[config.mk]
export PLATFORM = sky130hd
export DESIGN_NAME = law_step_unit
export DESIGN_NICKNAME = d
export VERILOG_FILES = /design/src/rtl/law_pkg.sv /design/src/rtl/law_step_unit.sv
export SDC_FILE = /design/constraint.sdc
export NUM_CORES = 1
export LEC_CHECK = 0
export BUFFER_PORTS_ARGS = -buffer_cell sky130_fd_sc_hd__buf_2
export CAP_MARGIN = 0
export CELL_PAD_IN_SITES_DETAIL_PLACEMENT = 0
export CELL_PAD_IN_SITES_GLOBAL_PLACEMENT = 1
export CORE_MARGIN = 2
export CORE_UTILIZATION = 26
export DETAILED_ROUTE_END_ITERATION = 10
export PLACE_DENSITY_LB_ADDON = 0.08
export SLEW_MARGIN = 20
export SYNTH_ARGS = -nofsm -noshare
export SYNTH_HDL_FRONTEND = slang
export SYNTH_SLANG_ARGS = --single-unit
[constraint.sdc]
create_clock -name vclk -period 1.44
set_clock_uncertainty 0.05 [all_clocks]
set_input_delay 0.072 -clock vclk [all_inputs]
set_output_delay 0.072 -clock vclk [all_outputs]
set_load 0.05 [all_outputs]
[src/rtl/law_pkg.sv]
// types and codes of the lattice aggregation walker
// no dependencies
package law_pkg;

    localparam int CNT_W  = 17;
    localparam int CELL_W = 3;
    localparam int SIZE_W = 9;
    localparam int CFG_IDX_W  = 2;
    localparam int CFG_DATA_W = 17;

    localparam logic [CELL_W-1:0] CELL_EMPTY = 3'd0;
    localparam logic [CELL_W-1:0] CELL_SEED  = 3'd5;

    localparam logic ACT_START = 1'b0;
    localparam logic ACT_TICK  = 1'b1;

    localparam logic [1:0] SIDE_TOP    = 2'd0;
    localparam logic [1:0] SIDE_RIGHT  = 2'd1;
    localparam logic [1:0] SIDE_BOTTOM = 2'd2;
    localparam logic [1:0] SIDE_LEFT   = 2'd3;

    localparam logic [1:0] DIR_LEFT  = 2'd0;
    localparam logic [1:0] DIR_RIGHT = 2'd1;
    localparam logic [1:0] DIR_UP    = 2'd2;
    localparam logic [1:0] DIR_DOWN  = 2'd3;

    localparam logic [CFG_IDX_W-1:0] CFG_GRID_WIDTH     = 2'd0;
    localparam logic [CFG_IDX_W-1:0] CFG_GRID_HEIGHT    = 2'd1;
    localparam logic [CFG_IDX_W-1:0] CFG_PARTICLE_LIMIT = 2'd2;
    localparam logic [CFG_IDX_W-1:0] CFG_CORNERS_MODE   = 2'd3;

    typedef enum logic [3:0] {
        S_CLEAR,
        S_SEED,
        S_IDLE,
        S_SPAWN,
        S_NB0,
        S_NB1,
        S_NB2,
        S_NB3,
        S_DECIDE,
        S_HIT
    } t_state;

    typedef enum logic {
        OP_DEC,
        OP_INC
    } t_coord_op;

    typedef struct packed {
        logic       action;
        logic [1:0] spawn_side;
        logic [7:0] spawn_offset;
        logic [1:0] move_dir;
    } t_in_item;

    typedef struct packed {
        logic [7:0]       hit_x;
        logic [7:0]       hit_y;
        logic [1:0]       hit_band;
        logic [CNT_W-1:0] particles_left;
        logic             finished;
    } t_out_item;

endpackage

[src/rtl/law_step_unit.sv]
// shared coordinate step and count compare unit of the walker
// depends on law_pkg
module law_step_unit import law_pkg::*; #(
    parameter int CW = 8
) (
    input  t_coord_op        i_op,
    input  logic [CW-1:0]    i_coord,
    input  logic [CW-1:0]    i_coord_max,
    input  logic [CNT_W-1:0] i_count,
    input  logic [CNT_W-1:0] i_thresh,
    output logic [CW-1:0]    o_coord_next,
    output logic             o_coord_ok,
    output logic             o_count_lt
);
    always_comb begin
        case (i_op)
            OP_DEC: begin
                o_coord_next = i_coord - CW'(1);
                o_coord_ok   = (i_coord != '0);
            end
            OP_INC: begin
                o_coord_next = i_coord + CW'(1);
                o_coord_ok   = (i_coord < i_coord_max);
            end
            default: begin
                o_coord_next = i_coord;
                o_coord_ok   = 1'b0;
            end
        endcase
    end

    assign o_count_lt = (i_count < i_thresh);
endmodule

==> flow_summary_export.csv <==
group,metric,value,unit
route,avgRoutedWirePerCell,10.1,um
layout,final_area,1780,sq um
global_route,gr-total-overflow,0,
worst_setup_path,endpoint_kind,"output pin",
layout,area_growth,107,%
die,design.die.area,3790,sq um
pwr,ir_worst_vdd,0.265,mV
yosys,syn_avg_cell_area,7.49,sq um
worst_hold_path,hp-start,"i_op",
pwr,powerDensity,484,nW/um^2
sta,maxSlewViolCount,0,
status,status,"finished with violations",
worst_setup_path,arrival,1.63,ns
route,ant_nets,0,
global_route,grt_antenna_before_repair,0,
global_route,grt_util_met1,16.0,%
pwr,total_power,0.861,mW
worst_setup_path,cp.required,1.32,ns
worst_hold_path,hp-class,"in -> out",
worst_setup_path,cp-startpoint,"i_op",
worst_setup_path,critPathMaxFanout,5,
die,rows,20,
yosys,ys_types,23,
sta,layout_setup_ws,-0.308,ns
yosys,ys_seq_area_share,0,%
global_route,grt_pass1_wl,3710,um
yosys,syn_inst,115,
die,start_util,27.7,%
die,fp.coreArea,3100,sq um
yosys,yosysWarnings,0,
global_route,use_met3,0,%
die,die_y,61.5,um
pwr,leakage,0.954,nW
route,vias,1101,
placed_design,io_buffer_count,61,
sta,slew_headroom,71.5,%
layout,postLayoutCoreUtil,57.4,%
sta,fmax,0.572,GHz
global_route,grt_util_all_layers,12.2,%
global_route,grt_pass1_vias,983,
flow_run,cap_violations,0,
placed_design,gp_congestion,0.807,
worst_setup_path,critPathKind,"in -> out",
layout,nets,285,
global_route,grt_max_degree,7,
worst_setup_path,cp_slowest_stage_delay,0.24,ns
yosys,netlist_area,861,sq um
status,violations,"setup timing",
yosys,synth_nets,196,
worst_setup_path,slowest_stage,"a21oi_2",
worst_setup_path,cp-start-kind,"input pin",
sta,fin_crit,1.75,ns
yosys,synth_common_cells,"ha_1, inv_1, a21oi_1",
sta,rsz0062_at_grt,"yes",
sta,hold_viol_final,0,
layout,nClkBuffers,0,
worst_setup_path,crit_buf_inv,4,
die,io_pins,61,
die,die_w,61.5,um
layout,fin_cells,246,
placed_design,dp_hpwl,2170,um
route,firstDrtPassIters,3,
placed_design,placed_area,1520,sq um
global_route,top_usage_layer,"met2",
sta,worstMarginPinSlew,0.426,ns
sta,setup_viol_count_final,6,
route,drt-vias-per-instance,4.48,
sta,finalCritPeriodShare,121,%
layout,nFlopsAndLatches,0,
layout,insertedDiodeCount,0,
placed_design,placed_cells,241,
worst_setup_path,crit_chain,"buf_8 -> clkinvlp_4 -> buf_6 -> ha_4 -> a21o_1 -> a21oi_2 -> o21bai_1 -> a21oi_2 -> xnor2_4 -> buf_6",
global_route,met2_usage,23.3,%
yosys,synth_top_area_share,42.2,%
route,wl,2480,um
layout,drive_above_1_share,60.4,%
route,dr.first_iter.drc_count,12,
layout,register_area,0,sq um
worst_setup_path,worst_path_dominant_cell_family,"compound AO/OA/AOI/OAI gates",
yosys,yosysTopAreaCell,"ha_1",
route,drc_errors,0,
yosys,synthTopCellsByArea,"ha_1, inv_1, a21oi_1",
## tightest hold or removal path, delay by kind of cell
family	cells	cell delay, ns
AOI/OAI and AO/OA	1	0.08
buffers and inverters	3	0.34
## kinds of logic after synthesis
kind of cell | after synthesis | share of synthesized area, %
xor gates and xnor gates | 7 | 7.12
and+or+nand+nor | 19 | 12.1
adders and majority gates | 30 | 44.5
AOI/OAI and AO/OA | 30 | 23.7
buffers and inverters | 29 | 12.6
## where the power goes
| part | internal, mW | switching (mW) |
|---|---|---|
| Sequential | 0 | 0 |
| Combinational | 0.413 | 0.448 |
| Clock | 0 | 0 |
| Total | 0.413 | 0.448 |
## placed cells by master (no fill, tap or decap), drive strengths merged
cell type	n
a2111oi	2
a211oi	2
nor4	3
fa	1
nand2b	1
o21ai	6
xnor2	4
buf	87
ha	29
a31oi	1
nor2	3
clkinvlp	1
o41ai	1
a21oi	9
inv	28
o21bai	2
nand3	5
nand2	3
nand4	3
nor3b	1
xor2	3
a21o	6
o211ai	1
## cell type report
type | instances | area, sq um
multi-input cells | 86 | 1020
well taps | 44 | 55.1
inverters | 29 | 113
fillers | 294 | 1320
repair buffers | 87 | 591
## worst paths after layout
path,endpoint,depth (start not counted)
max,o_coord_next[6],10
min,o_coord_ok,4
## per-layer routing
| layer | up-vias | share of wire, % |
|---|---|---|
| met5 | - | 0 |
| met1 | 480 | 41 |
| li1 | 577 | - |
| met3 | 4 | 4.8 |
| met2 | 40 | 53 |
| met4 | 0 | 0.93 |
## through the flow
stage               setup TNS [ns]  hold slack [ns]  setup slack, ns
CTS                          -1.26            0.513           -0.366
finish                       -1.25            0.522           -0.308
global route                 -1.77            0.536           -0.403
detailed placement           -2.39            0.573           -0.527
global placement             -2.25            0.567           -0.495
floorplan                   -0.726            0.267           -0.219
## timing repair
item | in CTS | in global routing
hold buffers | 0 | 0
setup buffers | 2 | 5
setup endpoints to repair | 7 | 7
pin swaps | 14 | 17
cloned | 0 | 0
resized for setup | 37 | 11
Note: power is estimated with default switching activity, not from simulation.
